## src/hdl/u8d_pkg.sv

```systemverilog
// Shared types, constants and the lead-byte decode function of the UTF-8 BMP decoder.
package u8d_pkg;

   localparam logic [15:0] REPLACEMENT    = 16'hFFFD;
   localparam logic [15:0] MIN_TWO_BYTE   = 16'h0080;
   localparam logic [15:0] MIN_THREE_BYTE = 16'h0800;

   localparam int QUEUE_DEPTH   = 4;
   localparam int QUEUE_PTR_W   = $clog2(QUEUE_DEPTH);
   localparam int QUEUE_COUNT_W = $clog2(QUEUE_DEPTH + 1);

   typedef enum logic [2:0] {
      PH_IDLE         = 3'd0,
      PH_TWO_LAST     = 3'd1,
      PH_THREE_SECOND = 3'd2,
      PH_THREE_LAST   = 3'd3,
      PH_SKIP         = 3'd4
   } phase_type;

   typedef struct packed {
      logic [15:0] code_point;
      logic        has_char;
      logic        stream_end;
   } result_type;

   typedef struct packed {
      logic [1:0] count;
      result_type first;
      result_type second;
   } result_pair_type;

   typedef struct packed {
      logic        emit;
      logic [15:0] code_point;
      phase_type   phase;
      logic [15:0] partial;
   } fresh_type;

   // Byte seen with no sequence pending.
   function automatic fresh_type fresh_byte(input logic [7:0] b);
      fresh_type f;
      f.emit       = 1'b0;
      f.code_point = 16'h0000;
      f.phase      = PH_IDLE;
      f.partial    = 16'h0000;
      case (b) inside
         [8'h00:8'h7F]: begin
            f.emit       = 1'b1;
            f.code_point = {8'h00, b};
         end
         [8'h80:8'hBF]: begin
            f.emit       = 1'b1;
            f.code_point = REPLACEMENT;
         end
         [8'hC0:8'hDF]: begin
            f.phase   = PH_TWO_LAST;
            f.partial = {5'b0, b[4:0], 6'b0};
         end
         [8'hE0:8'hEF]: begin
            f.phase   = PH_THREE_SECOND;
            f.partial = {b[3:0], 12'b0};
         end
         default: begin
            f.emit       = 1'b1;
            f.code_point = REPLACEMENT;
            f.phase      = PH_SKIP;
         end
      endcase
      return f;
   endfunction

endpackage

```

## src/hdl/u8d_decode.sv

```systemverilog
// Per-byte decode: sequence state registers and the logic that forms up to two results.
module u8d_decode (
   input  logic                       clock,
   input  logic                       reset,
   input  logic                       req_accept,
   input  logic [7:0]                 data_byte,
   input  logic                       end_of_stream,
   output u8d_pkg::result_pair_type   results
);

   u8d_pkg::phase_type phase_ff, phase_in;
   logic [15:0]        partial_ff, partial_in;

   u8d_pkg::fresh_type fr;
   logic               cont;
   logic [15:0]        joined;
   logic [15:0]        limit;
   logic [1:0]         n;
   logic [15:0]        q0, q1;
   logic               marker;

   always_comb begin
      fr         = u8d_pkg::fresh_byte(data_byte);
      cont       = (data_byte[7:6] == 2'b10);
      joined     = partial_ff | {10'b0, data_byte[5:0]};
      limit      = (phase_ff == u8d_pkg::PH_TWO_LAST) ? u8d_pkg::MIN_TWO_BYTE
                                                      : u8d_pkg::MIN_THREE_BYTE;
      n          = 2'd0;
      q0         = 16'h0000;
      q1         = 16'h0000;
      marker     = 1'b0;
      phase_in   = phase_ff;
      partial_in = partial_ff;

      case (phase_ff)
         u8d_pkg::PH_TWO_LAST, u8d_pkg::PH_THREE_LAST: begin
            if (cont) begin
               q0         = (joined < limit) ? u8d_pkg::REPLACEMENT : joined;
               n          = 2'd1;
               phase_in   = u8d_pkg::PH_IDLE;
               partial_in = 16'h0000;
            end else begin
               q0         = u8d_pkg::REPLACEMENT;
               q1         = fr.code_point;
               n          = fr.emit ? 2'd2 : 2'd1;
               phase_in   = fr.phase;
               partial_in = fr.partial;
            end
         end
         u8d_pkg::PH_THREE_SECOND: begin
            if (cont) begin
               partial_in = partial_ff | {4'b0, data_byte[5:0], 6'b0};
               phase_in   = u8d_pkg::PH_THREE_LAST;
            end else begin
               q0         = u8d_pkg::REPLACEMENT;
               q1         = fr.code_point;
               n          = fr.emit ? 2'd2 : 2'd1;
               phase_in   = fr.phase;
               partial_in = fr.partial;
            end
         end
         u8d_pkg::PH_SKIP: begin
            if (!cont) begin
               q0         = fr.code_point;
               n          = fr.emit ? 2'd1 : 2'd0;
               phase_in   = fr.phase;
               partial_in = fr.partial;
            end
         end
         default: begin
            q0         = fr.code_point;
            n          = fr.emit ? 2'd1 : 2'd0;
            phase_in   = fr.phase;
            partial_in = fr.partial;
         end
      endcase

      if (end_of_stream) begin
         if (phase_in == u8d_pkg::PH_TWO_LAST || phase_in == u8d_pkg::PH_THREE_SECOND ||
             phase_in == u8d_pkg::PH_THREE_LAST) begin
            if (n == 2'd0) begin
               q0 = u8d_pkg::REPLACEMENT;
               n  = 2'd1;
            end else begin
               q1 = u8d_pkg::REPLACEMENT;
               n  = 2'd2;
            end
         end
         if (n == 2'd0) begin
            q0     = 16'h0000;
            marker = 1'b1;
            n      = 2'd1;
         end
         phase_in   = u8d_pkg::PH_IDLE;
         partial_in = 16'h0000;
      end

      results.count             = n;
      results.first.code_point  = q0;
      results.first.has_char    = !marker;
      results.first.stream_end  = end_of_stream && (n == 2'd1);
      results.second.code_point = q1;
      results.second.has_char   = 1'b1;
      results.second.stream_end = end_of_stream && (n == 2'd2);
   end

   always_ff @(posedge clock) begin
      if (reset) begin
         phase_ff   <= u8d_pkg::PH_IDLE;
         partial_ff <= 16'h0000;
      end else if (req_accept) begin
         phase_ff   <= phase_in;
         partial_ff <= partial_in;
      end
   end

   a_eos_returns_idle: assert property (@(posedge clock) disable iff (reset)
      req_accept && end_of_stream |=> phase_ff == u8d_pkg::PH_IDLE && partial_ff == 16'h0000)
      else $error("state not cleared after end of stream");

   a_skip_drops_cont: assert property (@(posedge clock) disable iff (reset)
      req_accept && phase_ff == u8d_pkg::PH_SKIP && cont && !end_of_stream
      |-> results.count == 2'd0)
      else $error("continuation byte in skip produced a result");

   a_eos_has_result: assert property (@(posedge clock) disable iff (reset)
      req_accept && end_of_stream
      |-> results.count != 2'd0 && (results.first.stream_end || results.second.stream_end))
      else $error("end of stream without a final result");

endmodule

```

## src/hdl/u8d_out_queue.sv

```systemverilog
// Result queue: takes up to two results per cycle, delivers one per cycle while out_ready is high.
module u8d_out_queue (
   input  logic                       clock,
   input  logic                       reset,
   input  logic                       push,
   input  u8d_pkg::result_pair_type   results,
   output logic                       room,
   output logic                       out_valid,
   input  logic                       out_ready,
   output u8d_pkg::result_type        out_result
);

   u8d_pkg::result_type                  entry_ff [u8d_pkg::QUEUE_DEPTH];
   logic [u8d_pkg::QUEUE_PTR_W-1:0]      wr_ptr_ff, wr_ptr_in;
   logic [u8d_pkg::QUEUE_PTR_W-1:0]      rd_ptr_ff, rd_ptr_in;
   logic [u8d_pkg::QUEUE_COUNT_W-1:0]    count_ff, count_in;
   logic [1:0]                           push_count;
   logic                                 pop;
   logic [u8d_pkg::QUEUE_PTR_W-1:0]      wr_next;

   always_comb begin
      push_count = push ? results.count : 2'd0;
      pop        = out_valid && out_ready;
      wr_next    = wr_ptr_ff + u8d_pkg::QUEUE_PTR_W'(1);
      wr_ptr_in  = wr_ptr_ff + u8d_pkg::QUEUE_PTR_W'(push_count);
      rd_ptr_in  = rd_ptr_ff + u8d_pkg::QUEUE_PTR_W'(pop);
      count_in   = count_ff + u8d_pkg::QUEUE_COUNT_W'(push_count)
                            - u8d_pkg::QUEUE_COUNT_W'(pop);
   end

   assign room       = (count_ff <= u8d_pkg::QUEUE_COUNT_W'(u8d_pkg::QUEUE_DEPTH - 2));
   assign out_valid  = (count_ff != '0);
   assign out_result = entry_ff[rd_ptr_ff];

   always_ff @(posedge clock) begin
      if (reset) begin
         wr_ptr_ff <= '0;
         rd_ptr_ff <= '0;
         count_ff  <= '0;
      end else begin
         wr_ptr_ff <= wr_ptr_in;
         rd_ptr_ff <= rd_ptr_in;
         count_ff  <= count_in;
      end
   end

   always_ff @(posedge clock) begin
      if (push_count != 2'd0) begin
         entry_ff[wr_ptr_ff] <= results.first;
      end
      if (push_count == 2'd2) begin
         entry_ff[wr_next] <= results.second;
      end
   end

   a_no_overflow: assert property (@(posedge clock) disable iff (reset)
      push_count != 2'd0
      |-> count_ff + u8d_pkg::QUEUE_COUNT_W'(push_count)
          <= u8d_pkg::QUEUE_COUNT_W'(u8d_pkg::QUEUE_DEPTH))
      else $error("result queue overflow");

   a_count_bound: assert property (@(posedge clock) disable iff (reset)
      count_ff <= u8d_pkg::QUEUE_COUNT_W'(u8d_pkg::QUEUE_DEPTH))
      else $error("result queue count out of range");

   a_reset_empty: assert property (@(posedge clock)
      reset |=> count_ff == '0 && rd_ptr_ff == wr_ptr_ff)
      else $error("result queue not empty after reset");

endmodule

```

## src/hdl/utf8_bmp_stream_decoder.sv

```systemverilog
// Top level of the UTF-8 to BMP stream decoder.
//
// Request channel (req_valid/req_ready): one raw UTF-8 byte per request,
// with req_end_of_stream set on the last byte of a stream.
// Response channel (rsp_valid/rsp_ready): one 16-bit code point per response;
// malformed input gives 0xFFFD, rsp_has_char is 0 only on a bare end marker,
// rsp_stream_end marks the final response of a stream.
// A byte gives zero, one or two responses; a stream end always gives at least one.
// Responses of a byte are registered in the result queue before they appear.
// Throughput: one byte per cycle while the receiver keeps up; a byte that
// gives two responses needs the response port twice, so the rate is
// set by the single response port draining a four-entry result queue.
// req_ready is high while the queue has room for two more responses, so
// bytes keep flowing while earlier responses wait. When the receiver stalls,
// the queue fills and req_ready drops; nothing is lost.
// Reset (synchronous, active high) empties the queue and returns the decoder
// to idle with no sequence pending.
module utf8_bmp_stream_decoder (
   input  logic        clock,
   input  logic        reset,
   input  logic        req_valid,
   output logic        req_ready,
   input  logic [7:0]  req_data_byte,
   input  logic        req_end_of_stream,
   output logic        rsp_valid,
   input  logic        rsp_ready,
   output logic [15:0] rsp_code_point,
   output logic        rsp_has_char,
   output logic        rsp_stream_end
);

   logic                      req_accept;
   u8d_pkg::result_pair_type  results;
   u8d_pkg::result_type       head;

   assign req_accept = req_valid && req_ready;

   u8d_decode u_decode (
      .clock         (clock),
      .reset         (reset),
      .req_accept    (req_accept),
      .data_byte     (req_data_byte),
      .end_of_stream (req_end_of_stream),
      .results       (results)
   );

   u8d_out_queue u_queue (
      .clock      (clock),
      .reset      (reset),
      .push       (req_accept),
      .results    (results),
      .room       (req_ready),
      .out_valid  (rsp_valid),
      .out_ready  (rsp_ready),
      .out_result (head)
   );

   assign rsp_code_point = head.code_point;
   assign rsp_has_char   = head.has_char;
   assign rsp_stream_end = head.stream_end;

endmodule
```

## config.mk

```make
export PLATFORM = sky130hd
export DESIGN_NAME = utf8_bmp_stream_decoder
export DESIGN_NICKNAME = d
export VERILOG_FILES = /design/src/hdl/u8d_pkg.sv /design/src/hdl/u8d_decode.sv /design/src/hdl/u8d_out_queue.sv /design/src/hdl/utf8_bmp_stream_decoder.sv
export SDC_FILE = /design/constraint.sdc
export NUM_CORES = 1
export LEC_CHECK = 0
export ABC_CLOCK_PERIOD_IN_PS = 4100
export BUFFER_PORTS_ARGS = -buffer_cell sky130_fd_sc_hd__buf_2
export CAP_MARGIN = 5
export CORE_MARGIN = 2
export CORE_UTILIZATION = 66
export DETAILED_ROUTE_END_ITERATION = 6
export PLACE_DENSITY_LB_ADDON = 0.2
export SLEW_MARGIN = 15
export SYNTH_ARGS = -nofsm -noshare
export SYNTH_HDL_FRONTEND = slang
export SYNTH_SLANG_ARGS = --single-unit
```

## constraint.sdc

```tcl
create_clock -name clock -period 4.1 [get_ports clock]
set_clock_uncertainty 0.2 [all_clocks]
set_input_delay 0.205 -clock clock [delete_from_list [all_inputs] [get_ports clock]]
set_output_delay 0.205 -clock clock [all_outputs]
set_load 0.05 [all_outputs]
```

After elaboration in Yosys (flattened, before gate mapping)
Memory sizes are Yosys's and may differ from the RTL's. A register that Yosys moved wholly into a read port is not among the register bits.
Cells that the tools add are included.
{"block": "word_totals", "register_bits": 26, "ramBits": 72, "input_bits": 13, "output_inout_bits": 20, "wordCells": 108, "mem_count": 1}
{"block": "classes", "add_sub_neg": 5, "order_cmp": 10, "n_eq_ne": 12, "n_mux": 55, "bitwise": 2, "reduce_logical": 18}
{"name": "u_queue.entry_ff", "depth": 4, "width": 18, "read_ports": 1, "rd_ports_with_merged_regs": 1, "wr": 2, "line": "u8d_out_queue.sv:13", "rtl": "u8d_pkg::result_type entry_ff [u8d_pkg::QUEUE_DEPTH];"}
{"op": "$mux 16", "n": 20}
{"op": "$pmux 16 s3", "n": 2}
{"op": "$mux 17", "n": 4}
{"op": "$ge 8x8->1 const B", "n": 3}
{"op": "$le 8x8->1 const B", "n": 3}
{"op": "$mux 3", "n": 8}
{"op": "$mux 2", "n": 11}
{"op": "$lt 16x16->1", "n": 1}
{"op": "$or 16x12->16", "n": 1}
{"op": "$or 16x6->16", "n": 1}
{"op": "$eq 3x2->1 const B", "n": 4}
{"op": "$mux 12", "n": 1}
{"op": "$pmux 3 s3", "n": 1}
{"op": "$ge 8x1->1 const B", "n": 1}
{"op": "$le 8x7->1 const B", "n": 1}
{"op": "$logic_and 1x1->1", "n": 8}
{"op": "$mux 1", "n": 7}
{"op": "$eq 2x2->1 const B", "n": 3}
{"op": "$eq 3x1->1 const B", "n": 2}
{"op": "$pmux 2 s3", "n": 1}
{"op": "$logic_not 2->1", "n": 2}
{"op": "$add 3x2->3", "n": 1}
{"op": "$eq 3x3->1 const B", "n": 1}
{"op": "$le 3x2->1 const B", "n": 1}
{"op": "13 further kinds", "n": 14}

Depth between registers and ports, before layout
Gate-level depths: netlist of the first run.
{"block": "depth", "ltp_word": 20, "ltp_mapped": 12, "ltp_nobuf": 9}

Hierarchy
From an unflattened synthesis of the first run, not the netlist that was laid out.
{"block": "unflattened", "cells_unflattened": 414, "area_unflattened_um2": 5300.1}
{"mod": "u8d_out_queue", "n_inst": 1, "cells_per_inst": 225, "area_each_um2": 3981.3, "seq_area_each_um2": 2302.2}
{"mod": "u8d_decode", "n_inst": 1, "cells_per_inst": 188, "area_each_um2": 1312.5, "seq_area_each_um2": 260.2}
{"mod": "utf8_bmp_stream_decoder", "n_inst": 1, "cells_per_inst": 1, "area_each_um2": 6.3, "seq_area_each_um2": 0.0}

Least setup slack after synthesis of the first run
No wires, ideal clock.
{"block": "synth_timing", "kind": "reg2reg", "startpoint": "reg u_queue.count_ff[0] (netlist bit)", "endpoint": "reg u_queue.count_ff[2] (netlist bit)", "setup_ps": 128, "t_arrival_ps": 2838, "required_ps": 3772, "path_slack_ps": 935, "path_stages_with_launch": 11, "path_buffers": 1, "period_less_slack_ps": 3165, "cell_sequence": "dfxtp_1 a21oi_2 nand2_1 clkbuf_1 or3_1 ha_1 inv_1 fa_1 xor2_1 xnor2_1 nor2_1"}
{"block": "synth_between", "elab_chain_cells": 5, "word_cells_on_any_way": 7, "classes_between": "2 x add/sub; 1 x order compare; 1 x mux; 3 x reduce/logical"}
{"element": "from (decl)", "line": "u8d_out_queue.sv:16", "rtl": "logic [u8d_pkg::QUEUE_COUNT_W-1:0] count_ff, count_in;"}
{"element": "from (signal assigned)", "line": "u8d_out_queue.sv:43", "rtl": "count_ff <= count_in;"}
{"element": "$le 3x2->1", "line": "u8d_out_queue.sv:31", "rtl": "assign room = (count_ff <= u8d_pkg::QUEUE_COUNT_W'(u8d_pkg::QUEUE_DEPTH - 2));"}
{"element": "via req_ready", "line": "utf8_bmp_stream_decoder.sv:22", "rtl": "output logic req_ready,"}
{"element": "$logic_and 1x1->1", "line": "utf8_bmp_stream_decoder.sv:36", "rtl": "assign req_accept = req_valid && req_ready;"}
{"element": "$mux 2", "line": "u8d_out_queue.sv:22", "rtl": "push_count = push ? results.count : 2'd0;"}
{"element": "$add 3x2->3", "line": "u8d_out_queue.sv:27", "rtl": "count_in = count_ff + u8d_pkg::QUEUE_COUNT_W'(push_count)"}
{"element": "$sub 3x1->3", "line": "u8d_out_queue.sv:28", "rtl": "- u8d_pkg::QUEUE_COUNT_W'(pop);"}
The timed path passes the listed nets, and every way through them passes these cells.
A chain may end at the register's enable or synchronous reset.

Worst setup path in the final report of the first run
{"block": "layout_timing", "startpoint": "reg u_decode.phase_ff[1]", "endpoint": "reg u_queue.count_ff[2] (netlist bit)"}
{"block": "layout_between", "elab_chain_cells": 14, "word_cells_on_any_way": 23, "classes_between": "2 x add/sub; 7 x eq/ne; 9 x mux; 5 x reduce/logical"}
{"element": "from (decl)", "line": "u8d_decode.sv:11", "rtl": "u8d_pkg::phase_type phase_ff, phase_in;"}
{"element": "from (signal assigned)", "line": "u8d_decode.sv:109", "rtl": "phase_ff <= u8d_pkg::PH_IDLE;"}
{"element": "from (signal assigned)", "line": "u8d_decode.sv:112", "rtl": "phase_ff <= phase_in;"}
{"element": "$eq 3x2->1 / $eq 3x1->1 (equally long branches)", "line": "u8d_decode.sv:35", "rtl": "case (phase_ff)"}
{"element": "$reduce_or 2->1", "line": "u8d_decode.sv:35"}
{"element": "$pmux 3 s3", "line": "u8d_decode.sv:35"}
{"element": "$eq 3x1->1 / $eq 3x2->1 (equally long branches)", "line": "u8d_decode.sv:79", "rtl": "if (phase_in == u8d_pkg::PH_TWO_LAST || phase_in == u8d_pkg::PH_THREE_SECOND ||"}
{"element": "$logic_or 1x1->1 (2 in series)", "line": "u8d_decode.sv:79"}
{"element": "$mux 2", "line": "u8d_decode.sv:79"}
{"element": "$mux 2", "line": "u8d_decode.sv:78", "rtl": "if (end_of_stream) begin"}
{"element": "$logic_not 2->1", "line": "u8d_decode.sv:89", "rtl": "if (n == 2'd0) begin"}
{"element": "$mux 2", "line": "u8d_decode.sv:89"}
{"element": "$mux 2 (*)", "line": "u8d_decode.sv:78"}
{"element": "$mux 2 (*)", "line": "u8d_out_queue.sv:22"}
{"element": "$add 3x2->3 (*)", "line": "u8d_out_queue.sv:27"}
{"element": "$sub 3x1->3 (*)", "line": "u8d_out_queue.sv:28"}
Every way passes the cells marked *; elsewhere a longest branch is shown, timed or not. The select of a mux whose other input is x is not followed.

==> summary.md, run 1 <==
| Metric | Value |
|---|---|
| Sequential fraction of the synthesis area | `49.6%` |
| Nets@finish | `525` |
| Largest cells by area after synthesis | `edfxtp_1 (40%), dfxtp_1 (9.5%), mux4_2 (8.0%)` |
| Number of placement rows | `31` |
| Synth warn | `0` |
| Clock Tree Buf Depth | `2` |
| Vias in the first global route | `3986` |
| WS Path Type | `reg2reg` |
| Synth Net Count | `505` |
| Critical Path Max Stage Delay | `0.76 ns` |
| Die area | `8420 µm²` |
| First-pass GRT wire length | `21400 µm` |
| CTS tree | `yes` |
| CP Cell Sequence | `o21bai_1 > a32oi_1 > nor2_1 > nor3_1 > ha_1 > fa_1 > xor2_1 > xnor2_1 > nor2_1` |
| Setup TNS | `0 ns` |
| Seq pwr share | `40.4%` |
| Most frequent cells after synthesis | `edfxtp_1 (68), o21ai_0 (63), nor2_1 (51)` |
| PostCTS Resize Cnt | `0` |
| Hpwl dp | `9560 µm` |
| Vias post-DR | `4302` |
| Fraction of layout cells with a size suffix above 1 | `17.5%` |
| Minimum clock period | `3.50 ns` |
| CP Capture Type | `flip-flop` |
| Worst-margin pin slew | `0.858 ns` |
| Global route overflow | `0` |
| Overall power | `0.00299 W` |
| Sw Ratio | `41.6%` |
| Internal power | `0.00175 W` |
| Top cell type's share of synthesized area | `40.2%` |
| P_sw | `0.00125 W` |
| Max_cap viols | `0` |
| Initial antenna violation count | `0` |
| Register bit total from synthesis | `92` |
| CP dominant cell by count | `nor2_1` |
| Async SR Flop Fraction | `0%` |
| Final hold violation count | `0` |
| Most frequent cell after synthesis | `edfxtp_1` |
| Slew margin rel. | `42.7%` |
| Setup Fix Bufs, Post-CTS | `0` |
| Achievable Freq | `286 MHz` |
| Clock transition at path regs | `0.11 ns` |
| Fill count | `533` |
| IO Count | `33` |
| DRT Wirelength | `13600 µm` |
| WP data arrival | `3.55 ns` |
| P per Cell Area | `544 nW/µm²` |
| Outcome | `finished clean` |
| Mean area per synthesized cell | `10.5 µm²` |
| DRT iter0 DRCs | `770` |
| Clock power frac | `20.8%` |
| Crit-path slowest cell | `o21bai_1` |
| Die W | `91.8 µm` |
| Nature of the critical path startpoint | `flip-flop` |
| Maximum fanout along the worst path | `18` |
| Starting Density | `69.0%` |
| Total core area | `7370 µm²` |
| Synth Flop Type | `edfxtp_1` |
| First drt pass iteration count | `6` |
| Clock root buffer | `clkbuf_8` |
| Hold Crit Class | `in2reg` |
| Comb pwr share | `38.8%` |
| Synth cell types | `66` |
| H-tree depth | `3` |
| Port Buffers | `32` |
| Routed len/inst | `22.3 µm` |
| DRC errors left | `0` |
| Post-synth top area cell | `edfxtp_1` |
| VDD IR max | `0.233 mV` |
| Total track usage | `33.4%` |
| Syn Inst Count | `485` |
| Num Clock Sinks | `92` |
| Synthesized cell area | `5080 µm²` |
| Hold Buf Count CTS | `3` |
| Setup violators final | `0` |
| Antenna fix cells | `0` |
| Clock buffer count from CTS | `9` |
| Die outline height | `91.8 µm` |
| Leak | `1.97 nW` |
| Clock latency on the worst-skew pair | `0.37 ns` |
| Final Max Tran Viols | `0` |
| Detail Route Antenna Nets | `0` |
| GP Congestion | `1.02` |
| Via/cell ratio | `7.06` |
| Synthesis-to-layout area growth | `8.32%` |
| EDFF count, synth | `68` |
| Unrepaired setup endpoints after global routing | `false` |
| Critical path data required time | `4.15 ns` |
| Largest net degree at the start of global routing | `29` |
| Post-route clock period utilization | `85.3%` |
## cells in the final DEF, fill, tap and decap left out, types with 8 or more instances in the layout
cell type  synthesis  routed
a21oi_1           25      25
buf_2             13      32
clkbuf_8           0       9
dfxtp_1           24      24
edfxtp_1          68      68
inv_1              9       9
mux4_2            18      18
nand2_1           42      42
nand2b_1           8       8
nand3_1           13      13
nor2_1            51      51
nor3_1            11      11
o21ai_0           63      63
o22ai_1           10      10
## worst max-delay path, delay by kind of cell (launching register included)
| kind | cells | cell delay, ns |
|---|---|---|
| AOI/OAI and AO/OA | 2 | 1.17 |
| xor gates and xnor gates | 2 | 0.36 |
| adders and majority gates | 2 | 0.64 |
| DFF | 1 | 0.50 |
| and+or+nand+nor | 3 | 0.51 |
## final timing paths
path | from | end | slack, ns | cells past startpoint
setup reg to reg | u_decode.phase_ff[1] | u_queue.count_ff[2] | 0.60 | 9
hold reg to reg | u_decode.partial_ff[6] | u_decode.partial_ff[6] | 0.33 | 2
setup / recovery | u_decode.phase_ff[1] | u_queue.count_ff[2] | 0.60 | 9
hold / removal | reset | u_decode.phase_ff[2] | 0.01 | 2
## logic make-up after synthesis
group | synth area share, %
fa+ha+maj | 1.87
mux | 8.17
compound gates | 20.5
flops | 49.6
buf+inv | 3.35
simple gates | 15.2
xor+xnor | 1.21
## final cells by class
cell class                 count  area, µm²  share of cell area [%]
timing repair buffer          41        235                    4.27
clock inverter                 7       76.3                    1.39
multi-input combinational    352       2390                    43.4
sequential                    92       2520                    45.8
tap                           99        124                    2.25
inverter                       9       33.8                   0.614
clock buffer                   9        124                    2.25
## sequential cells by signal, indices dropped and copies added, names as in the netlist
| register | count |
|---|---|
| u_queue.entry_ff | 72 |
| u_queue.wr_ptr_ff | 2 |
| u_queue.rd_ptr_ff | 2 |
| u_decode.phase_ff | 3 |
| u_queue.count_ff | 3 |
| u_decode.partial_ff | 10 |
## power by group through the flow
| stage | Sequential [W] | Combinational (W) | Clock, W |
|---|---|---|---|
| after floorplan | 0.00120 | 0.000931 | 0 |
| after global placement | 0.00121 | 0.00111 | 0 |
| after detailed placement | 0.00122 | 0.00115 | 0 |
| after CTS | 0.00120 | 0.00116 | 0.000622 |
| after global routing | 0.00122 | 0.00124 | 0.000656 |
| final | 0.00121 | 0.00116 | 0.000623 |
## through the flow
stage	hold slack (ns)	instances	cell area (µm²)	setup slack, ns	utilization, %
after CTS	0.0155	609	5510	0.655	74.7
after global placement	0.279	590	5280	0.828	71.6
after global routing	0.0272	609	5510	0.297	74.7
after floorplan	0.153	485	5080	0.935	-
final	0.0117	609	5510	0.603	74.7
after detailed placement	0.307	590	5280	0.720	71.6
## routing by layer
metal	wire (µm)	GRT usage (%)	vias to the layer above	share of wire [%]
met5	0	0	-	0
met4	492	12.2	0	3.6
li1	-	-	1902	-
met1	5190	45.4	2020	38
met2	6490	54.0	319	48
met3	1390	6.66	61	10
(Power assumes the default switching activity.)
==> run 2, diff against run 1 <==
--- a/config.mk
+++ b/config.mk
@@ -11,7 +11,8 @@
 export CORE_MARGIN = 2
 export CORE_UTILIZATION = 66
 export DETAILED_ROUTE_END_ITERATION = 6
-export PLACE_DENSITY_LB_ADDON = 0.2
+export PLACE_DENSITY = 0.95
+export RECOVER_POWER = 100
 export SLEW_MARGIN = 15
 export SYNTH_ARGS = -nofsm -noshare
 export SYNTH_HDL_FRONTEND = slang
==> run 2 against run 1 <==
  * The run now ends with DRC left
  * Core utilization down 0.75 points
  * Design area shrank 1.0%
  * Maximum frequency rose by 0.81%
  * Worst hold slack gained 0.0075 ns
  * Register-to-register slack improved by 0.03 ns
  * Worst setup slack gained 0.028 ns
  * Non-clock buffer count unchanged
==> summary.md, run 2 (synthesis results as in run 1) <==
| Metric | Value |
|---|---|
| DRT iter0 DRCs | `862 (+12%)` |
| Clock transition at path regs | `0.11 ns (about the same)` |
| Fill count | `501 (-6.0%)` |
| Final Util | `74.0% (-0.75 points)` |
| Synthesis-to-layout area growth | `7.24%` |
| Slew margin rel. | `17.6% (-25 points)` |
| Vias post-DR | `4427 (+2.9%)` |
| Unrepaired setup endpoints after global routing | `false` |
| Seq. cell area | `2520 µm² (unchanged)` |
| Final hold violation count | `0 (unchanged)` |
| WS Path Type | `reg2reg` |
| VDD IR max | `0.236 mV (+1.2%)` |
| Clock latency on the worst-skew pair | `0.38 ns (about the same)` |
| Hold path start | `reset` |
| First-pass GRT wire length | `21400 µm (+0.26%)` |
| Worst R2R Path Depth | `5 (-4)` |
| Clock Tree Buf Depth | `2 (unchanged)` |
| Biggest register | `u_queue.entry_ff` |
| Max_cap viols | `0 (unchanged)` |
| First drt pass iteration count | `7 (+1)` |
| Initial antenna violation count | `0 (unchanged)` |
| Minimum clock period | `3.47 ns (-0.0282 ns)` |
| Total core area | `7370 µm² (unchanged)` |
| Port Buffers | `32 (unchanged)` |
| Setup Fix Bufs, Post-CTS | `0 (unchanged)` |
| DRT Wirelength | `13700 µm (+1.4%)` |
| Setup TNS | `0 ns (unchanged)` |
| WP data arrival | `3.27 ns (-0.28 ns)` |
| Highest-count cells in the layout ignoring fill and taps | `edfxtp_1 (68), o21ai_0 (63), nor2_1 (51)` |
| Antenna fix cells | `0 (unchanged)` |
| IO Count | `33 (unchanged)` |
| Routed len/inst | `22.6 µm (+1.4%)` |
| Via/cell ratio | `7.27 (+2.9%)` |
| Die W | `91.8 µm (unchanged)` |
| Global route overflow | `0 (unchanged)` |
| Commonest non-fill, non-tap cell in the layout | `edfxtp_1` |
| Hold Buf Count CTS | `3 (unchanged)` |
| P per Cell Area | `542 nW/µm² (-0.39%)` |
| Area of the multi-input gates | `2360 µm² (-1.2%)` |
| Nets@finish | `525 (unchanged)` |
| Critical path data required time | `3.91 ns (-0.24 ns)` |
| Nature of the critical path startpoint | `flip-flop` |
| DRC errors left | `39 (+39)` |
| Leak | `1.90 nW (-3.2%)` |
| Hold Crit Class | `in2reg` |
| Reg-to-reg endpoint | `u_queue.entry_ff[1][5]` |
| Largest net degree at the start of global routing | `29 (unchanged)` |
| Total track usage | `33.4% (about the same)` |
| WHS Endpoint | `u_queue.count_ff[1]` |
| Final Max Tran Viols | `0 (unchanged)` |
| RR Startpoint | `u_queue.count_ff[1]` |
| Number of placement rows | `31 (unchanged)` |
| Hold depth | `2 (unchanged)` |
| Max FFs per register | `72 (unchanged)` |
| CTS tree | `yes` |
| Inst Count DP | `590 (unchanged)` |
| Biggest regs | `u_queue.entry_ff (72), u_decode.partial_ff (10)` |
| Setup violators final | `0 (unchanged)` |
| Starting Density | `69.0% (unchanged)` |
| Outcome | `finished, violations left` |
| CP Capture Type | `flip-flop` |
| Post-route clock period utilization | `84.6% (-0.69 points)` |
| Die outline height | `91.8 µm (unchanged)` |
| Fraction of layout cells with a size suffix above 1 | `13.1% (-4.3 points)` |
| Worst setup path startpoint | `u_queue.count_ff[1]` |
| Die area | `8420 µm² (unchanged)` |
| Clock root buffer | `clkbuf_8` |
| Fin cells | `609 (unchanged)` |
| H-tree depth | `3 (unchanged)` |
| GP Congestion | `1.05 (+3.0%)` |
| Clock buffer count from CTS | `9 (unchanged)` |
| Maximum fanout along the worst path | `17 (-1)` |
| Failing checks | `DRC` |
| Detail Route Antenna Nets | `0 (unchanged)` |
| Achievable Freq | `288 MHz (+0.81%)` |
| Num Clock Sinks | `92 (unchanged)` |
| PostCTS Resize Cnt | `0 (unchanged)` |
| Hpwl dp | `9480 µm (-0.84%)` |
| FF-to-FF setup slack | `0.63 ns (+0.03 ns)` |
| Vias in the first global route | `4151 (+4.1%)` |
| Worst-margin pin slew | `1.23 ns (+0.375 ns)` |
[run 2: report_power, final]
part / switching (W) / leakage, nW / total, W / internal (W)
clock: 0.000368 / 0.101 / 0.000608 / 0.000240
sequential: 0.000117 / 0.833 / 0.00126 / 0.00114
combinational: 0.000751 / 0.969 / 0.00109 / 0.000336
total: 0.00124 / 1.90 / 0.00295 / 0.00172
[run 2: layer usage]
layer / vias to the layer above / routed length [µm] / GRT usage [%]
met2: 419 / 6530 / 54.9
li1: 1903 / - / -
met4: 0 / 672 / 15.0
met3: 85 / 1960 / 8.55
met5: - / 0 / 0
met1: 2020 / 4580 / 41.9
[run 2: worst max-delay path: stages, from the launching register on]
cell,delay (ns)
dfxtp_1,0.34
a21oi_1,0.49
nand2_1,0.42
nor3b_1,0.67
nand2_1,0.27
nand2_1,0.70
[run 2: worst max path at each step]
stage | end | slack [ns] | cells after the start
2_1_floorplan | u_queue.count_ff[2] | 0.93 | 10
3_5_place_dp | u_queue.entry_ff[1][10] | 0.81 | 5
4_1_cts | u_queue.entry_ff[1][5] | 0.78 | 5
5_1_grt | u_queue.entry_ff[1][5] | 0.41 | 5
6_report | u_queue.entry_ff[1][5] | 0.63 | 5
3_3_place_gp | u_queue.count_ff[2] | 0.90 | 9
[run 2: stage by stage]
| step | cell area (µm²) | total power, W | hold slack, ns | worst slack [ns] |
|---|---|---|---|---|
| after detailed placement | 5280 | 0.00237 | 0.297 | 0.814 |
| after floorplan | 5080 | 0.00213 | 0.153 | 0.935 |
| after global placement | 5280 | 0.00232 | 0.267 | 0.903 |
| final | 5450 | 0.00295 | 0.0192 | 0.631 |
| after CTS | 5500 | 0.00295 | 0.0105 | 0.782 |
| after global routing | 5450 | 0.00305 | 0.0285 | 0.407 |
[run 2: layout make-up]
cell class | count | share of cell area (%)
clock buffers | 9 | 2.27
repair buffers | 41 | 3.86
inverters | 9 | 0.620
multi-input cells | 352 | 43.3
flip-flops and latches | 92 | 46.3
clock inverters | 7 | 1.35
well taps | 99 | 2.27
